--- src/sv/ssp_pkg.sv ---
package ssp_pkg;

  localparam int unsigned MaxItems = 32;
  localparam int unsigned IdxW     = $clog2(MaxItems);
  localparam int unsigned CntW     = $clog2(MaxItems + 1);
  localparam int unsigned KeyW     = 4;
  localparam int unsigned TagW     = 16;
  localparam int unsigned CmpW     = 11;

  typedef logic [1:0] addr_sel_t;

  localparam addr_sel_t AddrI     = 2'd0;
  localparam addr_sel_t AddrINext = 2'd1;
  localparam addr_sel_t AddrJNext = 2'd2;

  typedef struct packed {
    logic [KeyW-1:0] key;
    logic [TagW-1:0] tag;
  } rec_t;

  typedef struct packed {
    logic      load_en;
    logic      cmp_clr;
    logic      i_clr;
    logic      i_inc;
    logic      rd_en;
    addr_sel_t addr_sel;
    logic      first;
    logic      scan;
    logic      wr_i;
    logic      wr_best;
    logic      finish;
  } cmd_t;

  typedef struct packed {
    logic empty;
    logic scan_end;
    logic sort_end;
    logic emit_end;
  } sts_t;

endpackage

--- src/sv/ssp_if.sv ---
interface ssp_in_if;
  logic                      valid;
  logic                      ready;
  logic [ssp_pkg::KeyW-1:0]  priority_req;
  logic [ssp_pkg::TagW-1:0]  tag;
  logic                      last_item;

  modport source (output valid, priority_req, tag, last_item, input ready);
  modport sink (input valid, priority_req, tag, last_item, output ready);
endinterface

interface ssp_out_if;
  logic                      valid;
  logic                      ready;
  logic [ssp_pkg::KeyW-1:0]  sorted_priority;
  logic [ssp_pkg::TagW-1:0]  sorted_tag;
  logic [ssp_pkg::CmpW-1:0]  comparisons;
  logic                      items_dropped;
  logic                      last_result;

  modport source (output valid, sorted_priority, sorted_tag, comparisons, items_dropped,
                  last_result, input ready);
  modport sink (input valid, sorted_priority, sorted_tag, comparisons, items_dropped,
                last_result, output ready);
endinterface

--- src/sv/ssp_datapath.sv ---
module ssp_datapath (
  input  logic                      clk_i,
  input  logic                      rst_ni,
  input  ssp_pkg::cmd_t             cmd_i,
  output ssp_pkg::sts_t             sts_o,
  input  logic [ssp_pkg::KeyW-1:0]  priority_req_i,
  input  logic [ssp_pkg::TagW-1:0]  tag_i,
  output logic [ssp_pkg::KeyW-1:0]  sorted_priority_o,
  output logic [ssp_pkg::TagW-1:0]  sorted_tag_o,
  output logic [ssp_pkg::CmpW-1:0]  comparisons_o,
  output logic                      items_dropped_o,
  output logic                      last_result_o
);

  ssp_pkg::rec_t                   mem_q [ssp_pkg::MaxItems];
  ssp_pkg::rec_t                   rd_q;
  ssp_pkg::rec_t                   best_q;
  ssp_pkg::rec_t                   cur_q;
  ssp_pkg::rec_t                   wdata;
  logic [ssp_pkg::IdxW-1:0]        raddr;
  logic [ssp_pkg::IdxW-1:0]        waddr;
  logic                            we;
  logic [ssp_pkg::IdxW-1:0]        i_q;
  logic [ssp_pkg::IdxW-1:0]        j_q;
  logic [ssp_pkg::IdxW-1:0]        best_idx_q;
  logic [ssp_pkg::CntW-1:0]        count_q;
  logic [ssp_pkg::CntW-1:0]        n_last;
  logic [ssp_pkg::CntW-1:0]        i_ext;
  logic [ssp_pkg::CntW-1:0]        j_ext;
  logic [ssp_pkg::CmpW-1:0]        cmp_q;
  logic                            ovf_q;
  logic                            full;

  assign full   = (count_q == ssp_pkg::CntW'(ssp_pkg::MaxItems));
  assign n_last = count_q - ssp_pkg::CntW'(1);
  assign i_ext  = ssp_pkg::CntW'(i_q);
  assign j_ext  = ssp_pkg::CntW'(j_q);

  assign sts_o.empty    = (count_q == '0);
  assign sts_o.scan_end = (j_ext == n_last);
  assign sts_o.sort_end = ((i_ext + ssp_pkg::CntW'(2)) >= count_q);
  assign sts_o.emit_end = (i_ext == n_last);

  always_comb begin
    unique case (cmd_i.addr_sel)
      ssp_pkg::AddrI:     raddr = i_q;
      ssp_pkg::AddrINext: raddr = i_q + 1'b1;
      ssp_pkg::AddrJNext: raddr = j_q + 1'b1;
      default:            raddr = i_q;
    endcase
  end

  always_comb begin
    we    = 1'b0;
    waddr = i_q;
    wdata = best_q;
    priority if (cmd_i.load_en) begin
      we    = !full;
      waddr = count_q[ssp_pkg::IdxW-1:0];
      wdata = '{key: priority_req_i, tag: tag_i};
    end else if (cmd_i.wr_i) begin
      we    = 1'b1;
      waddr = i_q;
      wdata = best_q;
    end else if (cmd_i.wr_best) begin
      we    = 1'b1;
      waddr = best_idx_q;
      wdata = cur_q;
    end
  end

  always_ff @(posedge clk_i) begin
    if (we) begin
      mem_q[waddr] <= wdata;
    end
    if (cmd_i.rd_en) begin
      rd_q <= mem_q[raddr];
    end
  end

  always_ff @(posedge clk_i) begin
    if (cmd_i.first) begin
      best_q     <= rd_q;
      cur_q      <= rd_q;
      best_idx_q <= i_q;
      j_q        <= i_q + 1'b1;
    end else if (cmd_i.scan) begin
      if (rd_q.key < best_q.key) begin
        best_q     <= rd_q;
        best_idx_q <= j_q;
      end
      j_q <= j_q + 1'b1;
    end
  end

  always_ff @(posedge clk_i or negedge rst_ni) begin
    if (!rst_ni) begin
      count_q <= '0;
      ovf_q   <= 1'b0;
      i_q     <= '0;
      cmp_q   <= '0;
    end else begin
      if (cmd_i.finish) begin
        count_q <= '0;
        ovf_q   <= 1'b0;
      end else if (cmd_i.load_en) begin
        if (full) begin
          ovf_q <= 1'b1;
        end else begin
          count_q <= count_q + 1'b1;
        end
      end
      if (cmd_i.i_clr) begin
        i_q <= '0;
      end else if (cmd_i.i_inc) begin
        i_q <= i_q + 1'b1;
      end
      if (cmd_i.cmp_clr) begin
        cmp_q <= '0;
      end else if (cmd_i.scan) begin
        cmp_q <= cmp_q + 1'b1;
      end
    end
  end

  assign sorted_priority_o = rd_q.key;
  assign sorted_tag_o      = rd_q.tag;
  assign comparisons_o     = cmp_q;
  assign items_dropped_o   = ovf_q;
  assign last_result_o     = sts_o.emit_end;

`ifndef SYNTHESIS
  a_count_range: assert property (@(posedge clk_i) disable iff (!rst_ni)
    count_q <= ssp_pkg::CntW'(ssp_pkg::MaxItems))
    else $error("Record count exceeds the store depth.");

  a_scan_in_range: assert property (@(posedge clk_i) disable iff (!rst_ni)
    cmd_i.scan |-> (j_ext < count_q))
    else $error("Scan reads beyond the held records.");

  a_first_in_range: assert property (@(posedge clk_i) disable iff (!rst_ni)
    cmd_i.first |-> ((i_ext + ssp_pkg::CntW'(1)) < count_q))
    else $error("A pass starts at a position with nothing after it.");
`endif

endmodule

--- src/sv/ssp_ctrl.sv ---
module ssp_ctrl (
  input  logic          clk_i,
  input  logic          rst_ni,
  input  logic          in_valid_i,
  input  logic          in_last_i,
  output logic          in_ready_o,
  output logic          out_valid_o,
  input  logic          out_ready_i,
  input  ssp_pkg::sts_t sts_i,
  output ssp_pkg::cmd_t cmd_o
);

  localparam logic [2:0] SLoad   = 3'd0;
  localparam logic [2:0] SPick   = 3'd1;
  localparam logic [2:0] SFirst  = 3'd2;
  localparam logic [2:0] SScan   = 3'd3;
  localparam logic [2:0] SSwapI  = 3'd4;
  localparam logic [2:0] SSwapB  = 3'd5;
  localparam logic [2:0] SEmitRd = 3'd6;
  localparam logic [2:0] SEmit   = 3'd7;

  logic [2:0] state_q;
  logic [2:0] state_d;

  always_comb begin
    state_d     = state_q;
    cmd_o       = '0;
    in_ready_o  = 1'b0;
    out_valid_o = 1'b0;
    unique case (state_q)
      SLoad: begin
        in_ready_o    = 1'b1;
        cmd_o.load_en = in_valid_i;
        if (in_valid_i && in_last_i) begin
          cmd_o.i_clr   = 1'b1;
          cmd_o.cmp_clr = 1'b1;
          state_d       = sts_i.empty ? SEmitRd : SPick;
        end
      end
      SPick: begin
        cmd_o.rd_en    = 1'b1;
        cmd_o.addr_sel = ssp_pkg::AddrI;
        state_d        = SFirst;
      end
      SFirst: begin
        cmd_o.first    = 1'b1;
        cmd_o.rd_en    = 1'b1;
        cmd_o.addr_sel = ssp_pkg::AddrINext;
        state_d        = SScan;
      end
      SScan: begin
        cmd_o.scan     = 1'b1;
        cmd_o.rd_en    = 1'b1;
        cmd_o.addr_sel = ssp_pkg::AddrJNext;
        if (sts_i.scan_end) begin
          state_d = SSwapI;
        end
      end
      SSwapI: begin
        cmd_o.wr_i = 1'b1;
        state_d    = SSwapB;
      end
      SSwapB: begin
        cmd_o.wr_best = 1'b1;
        if (sts_i.sort_end) begin
          cmd_o.i_clr = 1'b1;
          state_d     = SEmitRd;
        end else begin
          cmd_o.i_inc = 1'b1;
          state_d     = SPick;
        end
      end
      SEmitRd: begin
        cmd_o.rd_en    = 1'b1;
        cmd_o.addr_sel = ssp_pkg::AddrI;
        state_d        = SEmit;
      end
      SEmit: begin
        out_valid_o = 1'b1;
        if (out_ready_i) begin
          if (sts_i.emit_end) begin
            cmd_o.finish = 1'b1;
            state_d      = SLoad;
          end else begin
            cmd_o.i_inc    = 1'b1;
            cmd_o.rd_en    = 1'b1;
            cmd_o.addr_sel = ssp_pkg::AddrINext;
          end
        end
      end
      default: begin
        state_d = SLoad;
      end
    endcase
  end

  always_ff @(posedge clk_i or negedge rst_ni) begin
    if (!rst_ni) begin
      state_q <= SLoad;
    end else begin
      state_q <= state_d;
    end
  end

`ifndef SYNTHESIS
  a_one_side: assert property (@(posedge clk_i) disable iff (!rst_ni)
    !(in_ready_o && out_valid_o))
    else $error("Input and output sides are open at the same time.");
`endif

endmodule

--- src/sv/selection_sort_by_priority.sv ---
// Records of a 4-bit priority and a 16-bit tag are loaded one per cycle into a 32-entry
// store; records arriving when the store is full are discarded and flagged. The
// transaction marked last starts an ascending selection sort, after which the records
// come out in order, one per cycle while the sink is ready, each carrying the comparison
// count n(n-1)/2 and the dropped flag. The store has a single read port, and the output
// starts with a read of the first record once the sort is done; no input is accepted
// from the last record until the final result has been taken.
module selection_sort_by_priority (
  input logic       clk_i,
  input logic       rst_ni,
  ssp_in_if.sink    in_ch,
  ssp_out_if.source out_ch
);

  ssp_pkg::cmd_t cmd;
  ssp_pkg::sts_t sts;

  ssp_ctrl u_ctrl (
    .clk_i       (clk_i),
    .rst_ni      (rst_ni),
    .in_valid_i  (in_ch.valid),
    .in_last_i   (in_ch.last_item),
    .in_ready_o  (in_ch.ready),
    .out_valid_o (out_ch.valid),
    .out_ready_i (out_ch.ready),
    .sts_i       (sts),
    .cmd_o       (cmd)
  );

  ssp_datapath u_datapath (
    .clk_i             (clk_i),
    .rst_ni            (rst_ni),
    .cmd_i             (cmd),
    .sts_o             (sts),
    .priority_req_i    (in_ch.priority_req),
    .tag_i             (in_ch.tag),
    .sorted_priority_o (out_ch.sorted_priority),
    .sorted_tag_o      (out_ch.sorted_tag),
    .comparisons_o     (out_ch.comparisons),
    .items_dropped_o   (out_ch.items_dropped),
    .last_result_o     (out_ch.last_result)
  );

endmodule
--- src/flat_wrapper.sv ---
// flat-port wrapper written by rule: the top's interface ports become plain ports
module selection_sort_by_priority_flat 
  (clk_i, rst_ni, in_ch_valid, in_ch_priority_req, in_ch_tag, in_ch_last_item, in_ch_ready, out_ch_valid, out_ch_sorted_priority, out_ch_sorted_tag, out_ch_comparisons, out_ch_items_dropped, out_ch_last_result, out_ch_ready);
  ssp_in_if in_ch_i ();
  ssp_out_if out_ch_i ();
  input logic clk_i;
  input logic rst_ni;
  input wire logic [$bits(in_ch_i.valid)-1:0] in_ch_valid;
  input wire logic [$bits(in_ch_i.priority_req)-1:0] in_ch_priority_req;
  input wire logic [$bits(in_ch_i.tag)-1:0] in_ch_tag;
  input wire logic [$bits(in_ch_i.last_item)-1:0] in_ch_last_item;
  output wire logic [$bits(in_ch_i.ready)-1:0] in_ch_ready;
  output wire logic [$bits(out_ch_i.valid)-1:0] out_ch_valid;
  output wire logic [$bits(out_ch_i.sorted_priority)-1:0] out_ch_sorted_priority;
  output wire logic [$bits(out_ch_i.sorted_tag)-1:0] out_ch_sorted_tag;
  output wire logic [$bits(out_ch_i.comparisons)-1:0] out_ch_comparisons;
  output wire logic [$bits(out_ch_i.items_dropped)-1:0] out_ch_items_dropped;
  output wire logic [$bits(out_ch_i.last_result)-1:0] out_ch_last_result;
  input wire logic [$bits(out_ch_i.ready)-1:0] out_ch_ready;
  assign in_ch_i.valid = in_ch_valid;
  assign in_ch_i.priority_req = in_ch_priority_req;
  assign in_ch_i.tag = in_ch_tag;
  assign in_ch_i.last_item = in_ch_last_item;
  assign in_ch_ready = in_ch_i.ready;
  assign out_ch_valid = out_ch_i.valid;
  assign out_ch_sorted_priority = out_ch_i.sorted_priority;
  assign out_ch_sorted_tag = out_ch_i.sorted_tag;
  assign out_ch_comparisons = out_ch_i.comparisons;
  assign out_ch_items_dropped = out_ch_i.items_dropped;
  assign out_ch_last_result = out_ch_i.last_result;
  assign out_ch_i.ready = out_ch_ready;
  selection_sort_by_priority u_core (.clk_i(clk_i), .rst_ni(rst_ni), .in_ch(in_ch_i), .out_ch(out_ch_i));
endmodule
--- config.mk ---
export PLATFORM = sky130hd
export DESIGN_NAME = selection_sort_by_priority_flat
export DESIGN_NICKNAME = d
export VERILOG_FILES = /design/src/sv/ssp_pkg.sv /design/src/sv/ssp_if.sv /design/src/sv/ssp_datapath.sv /design/src/sv/ssp_ctrl.sv /design/src/sv/selection_sort_by_priority.sv /design/src/flat_wrapper.sv
export SDC_FILE = /design/constraint.sdc
export NUM_CORES = 1
export LEC_CHECK = 0
export ABC_AREA = 1
export BUFFER_PORTS_ARGS = -buffer_cell sky130_fd_sc_hd__buf_2
export CAP_MARGIN = 20
export CORE_MARGIN = 1.5
export CORE_UTILIZATION = 40
export CTS_CLUSTER_SIZE = 28
export DETAILED_ROUTE_END_ITERATION = 10
export PLACE_DENSITY_LB_ADDON = 0.12
export SLEW_MARGIN = 30
export SYNTH_ARGS = -nofsm -noshare
export SYNTH_HDL_FRONTEND = slang
export SYNTH_SLANG_ARGS = --single-unit
export TNS_END_PERCENT = 20
--- constraint.sdc ---
create_clock -name clk_i -period 4.3 [get_ports clk_i]
set_input_delay 0.86 -clock clk_i [delete_from_list [all_inputs] [get_ports clk_i]]
set_output_delay 0.86 -clock clk_i [all_outputs]
set_load 0.02 [all_outputs]
==> results of run 1 <==
metrics by stage:
| step | setup TNS [ns] | cells | cell area [um^2] | hold WS [ns] | utilization |
|---|---|---|---|---|---|
| after CTS | 0 | 4281 | 37600 | 0.245 | 0.465 |
| final | 0 | 4299 | 37900 | 0.261 | 0.469 |
| after detailed placement | -0.0148 | 4136 | 35000 | 0.483 | 0.433 |
| after global placement | 0 | 4135 | 34900 | 0.473 | 0.432 |
| after floorplan | 0 | 3091 | 32700 | 0.564 | - |
| after global routing | -0.0239 | 4299 | 37900 | 0.286 | 0.469 |
sequential cells by signal, indices dropped and copies added (netlist names):
signal	cells
u_core.u_datapath.mem_q	640
u_core.u_datapath.best_q	20
u_core.u_datapath.cur_q	20
u_core.u_datapath.sorted_tag_o	16
u_core.u_datapath.comparisons_o	11
u_core.u_datapath.count_q	6
u_core.u_datapath.best_idx_q	5
u_core.u_datapath.i_q	5
u_core.u_datapath.j_q	5
u_core.u_datapath.sorted_priority_o	4
u_core.u_ctrl.state_q	3
u_core.u_datapath.items_dropped_o	1
cell families after synthesis:
family | Yosys count
xor+xnor | 6
simple gates | 1776
fa+ha+maj | 17
flops | 736
buf+inv | 474
compound gates | 82
worst max-delay path, delay by kind of cell (launching register included):
kind	cells	cell delay (ns)
AND/OR/NAND/NOR	15	1.59
buffers and inverters	5	0.76
adder cells (fa/ha/maj)	2	0.64
flip-flops	1	0.44
AO/OA/AOI/OAI	2	0.24
cell usage in the layout, fill, tap and decap left out, drive strengths merged:
cell	instances
nor3	6
bufinv	8
nor2	101
a31oi	23
inv	294
o21a	1
o211ai	6
ha	17
xor2	6
a211oi	1
nand4	3
a21boi	1
clkbuf	112
edfxtp	710
o21ai	35
nor4	1
nand3b	100
nor3b	1
buf	178
o21bai	1
a21oi	14
clkinvlp	2
or2	2
dfrtp	26
clkinv	27
nand3	663
nand2	900
cells in the mapped netlist, drive strengths merged (3+ instances only):
cell type | n | area (um^2)
ha | 17 | 213
dfrtp | 26 | 651
clkbuf | 36 | 135
nand2 | 899 | 3390
nor3 | 6 | 35.0
nand3b | 100 | 751
xor2 | 6 | 52.6
a21oi | 14 | 70.1
buf | 146 | 808
edfxtp | 710 | 21300
nand3 | 663 | 3340
o21ai | 35 | 194
inv | 292 | 1100
nand4 | 3 | 18.8
o211ai | 6 | 45.0
a31oi | 23 | 150
nor2 | 101 | 404
per-layer routing:
layer / global-route usage / vias up / share of wire
li1: - / 10700 / -
met1: 0.316 / 11300 / 0.45
met2: 0.370 / 748 / 0.47
met3: 0.0345 / 161 / 0.060
met4: 0.0753 / 0 / 0.029
met5: 0 / - / 0
area by class of cell:
type,count,area [um^2]
Clock inverter,38,380
Fill cell,7313,42900
Multi-Input combinational cell,1882,9050
Sequential cell,736,22000
Timing Repair Buffer,184,1830
Clock buffer,106,2220
Tap cell,1060,1330
Inverter,292,1120
Timing Repair inverter,1,8.76
timing repair:
| action | 4_1_cts | 5_1_grt |
|---|---|---|
| endpoints found under the setup margin | 1 | 20 |
| setup buffers | 1 | 11 |
| pin swaps | 1 | 4 |
| gates resized for setup | 0 | 16 |
| gates cloned | 0 | 7 |
worst paths after layout:
| check | slack, ns | endpoint | cells past startpoint | from |
|---|---|---|---|---|
| setup / recovery | 0.27 | u_core.u_datapath.sorted_tag_o[10]$_DFFE_PP_ | 24 | u_core.u_datapath.count_q[1]$_DFFE_PN0P_ |
| hold / removal | 0.26 | u_core.u_datapath.comparisons_o[2]$_DFFE_PN0P_ | 1 | rst_ni |
| setup reg to reg | 0.27 | u_core.u_datapath.sorted_tag_o[10]$_DFFE_PP_ | 24 | u_core.u_datapath.count_q[1]$_DFFE_PN0P_ |
| hold reg to reg | 0.50 | u_core.u_datapath.best_q[12]$_DFFE_PP_ | 0 | u_core.u_datapath.sorted_tag_o[12]$_DFFE_PP_ |
| max in group asynchronous | 3.58 | u_core.u_datapath.count_q[1]$_DFFE_PN0P_ | 1 | rst_ni |
| min in group clk_i | 0.50 | u_core.u_datapath.best_q[12]$_DFFE_PP_ | 0 | u_core.u_datapath.sorted_tag_o[12]$_DFFE_PP_ |
==> results.cfg, run 1 <==
[yosys]
synth_compound_area_frac = 0.0149
netlist_area_mm2 = 0.0327
synth_top_family_by_area = simple AND/OR/NAND/NOR gates
synthDistinctLibCells = 37
async_flop_share = 0.0353
synth.mux.area_fraction = 0
synthCells = 3091
synth.yosys.seq_area_share = 0.671
ys_warn_count = 0
ys_ff_latch = 736
synth-xor-area-share = 0.00160
synthAdderAreaFrac = 0.00650
syn_nets = 3133
syn_area_per_cell_um2 = 10.6
synthFlopType = edfxtp_1
synth-edff-count = 710
synthSimpleGateAreaFrac = 0.243

[layout]
drive_above_1_share = 0.120
area_growth_pct = 15.7
final_nets = 3221
diodes = 0

[die]
die_width_um = 289
rows = 104
die_height_um = 289
die_area_mm2 = 0.0836
pin_count = 60
coreArea_mm2 = 0.0808
initial_core_util = 0.405

[clocking]
numCtsBuffers = 82
cts_sinks = 736
clk_latency_ns = 0.62
cts.clk_slew.worst_paths_ns = 0.06
clock_path_buffers = 3
cts_tree = done
cts_max_level = 3
root_buffer = clkbuf_16
hold_buffers = 0

[worst_setup_path]
path_common_cell = nand2_1
slowest_delay_ns = 0.44
crit_slowest_cell = dfrtp_2
cp_cell_sequence = inv_1 > ha_2 > a21oi_1 > o21ai_0 > nor2_1 > nand2_1 > nor2_1 > nand2_1 > nand3_1 > nand2_1 > inv_1 > ha_2 > inv_4 > nand3_4 > buf_16 > buf_16 > nand3_1 > nand2_1 > nand2_1 > nand3_1 > nand3_1 > nand2_2 > nand2_1 > nand2_1
path_class = register to register
crit_arrival_ns = 4.39
cp_max_fo = 47
worst_ep_required_time_ns = 4.66
end_kind = register
crit_path_start_kind = register

[timing]
fmaxAchievable_ghz = 0.248
min_period_ns = 4.03
finClkSkew_ns = 0.0177
rsz0062_at_grt = yes
finalMaxSlewViolations = 0
period_share = 0.937
setup_ws_ns = 0.270
setup_violations = 0
relSlewSlack = 0.367
tightestPinTransition_ns = 0.947
hold_violations = 0

[status]
status = finished clean

[drt]
drtIter0Drc = 2233
drt_first_pass_iters = 5
avgRoutedWirePerCell_um = 22.6
totalWireLength_um = 97100
avgViaCountPerCell = 5.34
ant_nets = 0
vias = 23000
drc = 0

[min_path]
holdCritPathClass = primary input to async pin

[job]
max_cap_viol_count = 0

[grt]
grt_pass1_wl_um = 142000
grt_use_total = 0.229
grt_max_degree = 93
grt_pass1_vias = 22400
antenna_found_initial = 0
grt_overflow = 0

[placed_design]
dp_hpwl_um = 52800
gp_congestion = 0.883
place_ws_ns = -0.0148
io_buffer_count = 59
Power of run 1 is left out: the tool's default activity adds up to more than one toggle a clock period on the data nets, which glitch-free logic cannot reach.
==> run 2, diff against run 1 <==
--- a/config.mk
+++ b/config.mk
@@ -9,12 +9,14 @@
 export BUFFER_PORTS_ARGS = -buffer_cell sky130_fd_sc_hd__buf_2
 export CAP_MARGIN = 20
 export CORE_MARGIN = 1.5
-export CORE_UTILIZATION = 40
+export CORE_UTILIZATION = 55
+export CTS_BUF_LIST = sky130_fd_sc_hd__clkbuf_16
 export CTS_CLUSTER_SIZE = 28
 export DETAILED_ROUTE_END_ITERATION = 10
 export PLACE_DENSITY_LB_ADDON = 0.12
 export SLEW_MARGIN = 30
 export SYNTH_ARGS = -nofsm -noshare
 export SYNTH_HDL_FRONTEND = slang
+export SYNTH_HIERARCHICAL = 1
 export SYNTH_SLANG_ARGS = --single-unit
 export TNS_END_PERCENT = 20
==> results.cfg, run 2 <==
[timing]
tightestPinTransition_ns = 1.03
relSlewSlack = 0.313
fin_tns_setup_ns = 0
setup_violations = 0
fmaxAchievable_ghz = 0.245
finalMaxSlewViolations = 0
hold_violations = 0
period_share = 0.951
min_period_ns = 4.09
finClkSkew_ns = 0.0190

[yosys]
syn_nets = 3157
ys_warn_count = 6
synthCells = 3113
synth_top_cell_by_area = edfxtp_1
synth_top_area_frac = 0.651
synth-edff-count = 710
ys_ff_latch = 736
netlist_area_mm2 = 0.0327
synth.most_common_cell = nand2_1
ys_top_cells_by_count = nand2_1 (815), edfxtp_1 (710), nand3_1 (707), inv_1 (361), buf_2 (107)
syn_area_per_cell_um2 = 10.5
synthFlopType = edfxtp_1
synthTopCellsByArea = edfxtp_1 (65%), nand3_1 (11%), nand2_1 (9.3%)
synth.yosys.seq_area_share = 0.671
synthDistinctLibCells = 39
async_flop_share = 0.0353

[min_path]
holdCritPathClass = primary input to async pin

[worst_setup_path]
reg2reg_from = u_core/u_datapath/count_q[0]$_DFFE_PN0P_
worstReg2RegEnd = u_core/u_datapath/sorted_tag_o[11]$_DFFE_PP_
path_class = register to register
end_kind = register
crit_path_start_kind = register
crit_slowest_cell = ha_2
crit_arrival_ns = 4.46
cp_max_fo = 16
slowest_delay_ns = 0.36
r2r_slack_ns = 0.21
r2r_cells = 24
cp_cell_sequence = inv_1 > buf_4 > ha_2 > nor2_1 > nor2_1 > nand4_1 > nor4_2 > nand3b_1 > o21ai_2 > inv_1 > ha_2 > clkinv_4 > nand3_4 > nand2_8 > buf_4 > buf_12 > buf_4 > nand2_1 > nand3_1 > nand3_1 > nand3_1 > nand2_1 > nand2_2 > nand2_1
worst_ep_required_time_ns = 4.67

[clocking]
numCtsBuffers = 78
cts_sinks = 736
hold_buffers = 0
clock_path_buffers = 3
cts_tree = done
root_buffer = clkbuf_16
cts_max_level = 3
clk_latency_ns = 0.62
cts.clk_slew.worst_paths_ns = 0.06

[die]
rows = 89
die_width_um = 247
coreArea_mm2 = 0.0589
pin_count = 60
initial_core_util = 0.556
die_height_um = 247
die_area_mm2 = 0.0610

[layout]
top_regs = u_core/u_datapath/mem_q x640, u_core/u_datapath/best_q x20, u_core/u_datapath/cur_q x20
layout_common_cells = nand2_1 (813), edfxtp_1 (710), nand3_1 (707)
area_growth_pct = 14.8
drive_above_1_share = 0.118
largest_register_ffs = 640
final_nets = 3251
fin_cells = 4039
regMostFlops = u_core/u_datapath/mem_q
final_common_cell = nand2_1
diodes = 0
fill_cells = 4556

[job]
max_cap_viol_count = 0

[grt]
grt_overflow = 0
grt_pass1_wl_um = 134000
grt_max_degree = 90
grt_use_total = 0.292
antenna_found_initial = 1
grt_pass1_vias = 22500

[placed_design]
dp_hpwl_um = 52400
gp_congestion = 0.895
io_buffer_count = 59
placed_cells_incl_taps = 3881

[drt]
avgViaCountPerCell = 5.81
totalWireLength_um = 90000
drc = 0
drt_first_pass_iters = 5
vias = 23500
drtIter0Drc = 2743
avgRoutedWirePerCell_um = 22.3
ant_nets = 0

[status]
status = finished clean
## run 2: cell types whose count changed after synthesis, sizes merged, moves of 3 or more
cell | before | now
nand2 | 899 | 819
inv | 292 | 370
nand3 | 663 | 708
nand3b | 100 | 68
nor2 | 101 | 88
o21ai | 35 | 48
buf | 146 | 135
clkbuf | 36 | 47
a31oi | 23 | 16
xor2 | 6 | 13
nor4 | 1 | 4
## run 2: metal layers
metal / GRT usage / share of wire / vias to the layer above
li1: - / - / 10700
met1: 0.419 / 0.41 / 11400
met2: 0.463 / 0.46 / 1234
met3: 0.0414 / 0.095 / 169
met4: 0.0931 / 0.026 / 2
met5: 0 / 0.00014 / -
## run 2: repair_timing
action / in CTS / in global routing
setup buffers: 0 / 11
gates cloned: 0 / 8
endpoints found under the setup margin: 3 / 20
pin swaps: 0 / 4
gates resized for setup: 1 / 18
## run 2: worst max path at each step
stage	start	to	slack [ns]
2_1_floorplan	u_core/u_datapath/count_q[0]$_DFFE_PN0P_	u_core/u_datapath/sorted_priority_o[2]$_DFFE_PP_	0.26
3_3_place_gp	u_core/u_datapath/count_q[1]$_DFFE_PN0P_	u_core/u_datapath/sorted_tag_o[5]$_DFFE_PP_	0.08
3_5_place_dp	u_core/u_datapath/count_q[1]$_DFFE_PN0P_	u_core/u_datapath/sorted_tag_o[13]$_DFFE_PP_	-0.01
4_1_cts	u_core/u_datapath/count_q[1]$_DFFE_PN0P_	u_core/u_datapath/sorted_tag_o[13]$_DFFE_PP_	0.01
5_1_grt	u_core/u_datapath/count_q[1]$_DFFE_PN0P_	u_core/u_datapath/sorted_tag_o[7]$_DFFE_PP_	-0.02
6_report	u_core/u_datapath/count_q[0]$_DFFE_PN0P_	u_core/u_datapath/sorted_tag_o[11]$_DFFE_PP_	0.21
## run 2: metrics by stage
step / setup slack [ns] / hold WS (ns) / area [um^2] / utilization
after floorplan: 0.262 / 0.560 / 32700 / -
after global placement: 0.0751 / 0.459 / 34800 / 0.590
after detailed placement: -0.0123 / 0.476 / 34800 / 0.590
after CTS: 0.0116 / 0.251 / 37200 / 0.632
after global routing: -0.0247 / 0.293 / 37600 / 0.638
final: 0.213 / 0.252 / 37600 / 0.638
## run 2: final cells by class
class	count	area, um^2	area share
clock inverters	59	453	0.0121
repair buffers	195	2000	0.0531
well taps	773	967	0.0257
multi-input cells	1825	8790	0.234
clock buffers	80	2000	0.0533
flip-flops and latches	736	22000	0.585
inverters	371	1410	0.0374
## run 2: logic make-up (layout without fill, tap and decap cells)
family	Yosys count	in the layout	synth area share
AND/OR/NAND/NOR	1701	1702	0.232
buffers and inverters	553	705	0.0699
XOR/XNOR	14	14	0.00375
adder cells (fa/ha/maj)	19	19	0.00726
AO/OA/AOI/OAI	90	90	0.0156
flip-flops	736	736	0.671
## run 2: critical path: cells and delay by family, from the launching register on
kind / cells / cell delay [ns]
and+or+nand+nor: 14 / 1.74
adders and majority gates: 2 / 0.68
AOI/OAI and AO/OA: 1 / 0.10
buffers and inverters: 7 / 0.95
DFF: 1 / 0.35
Power of run 2 is left out for the same reason.
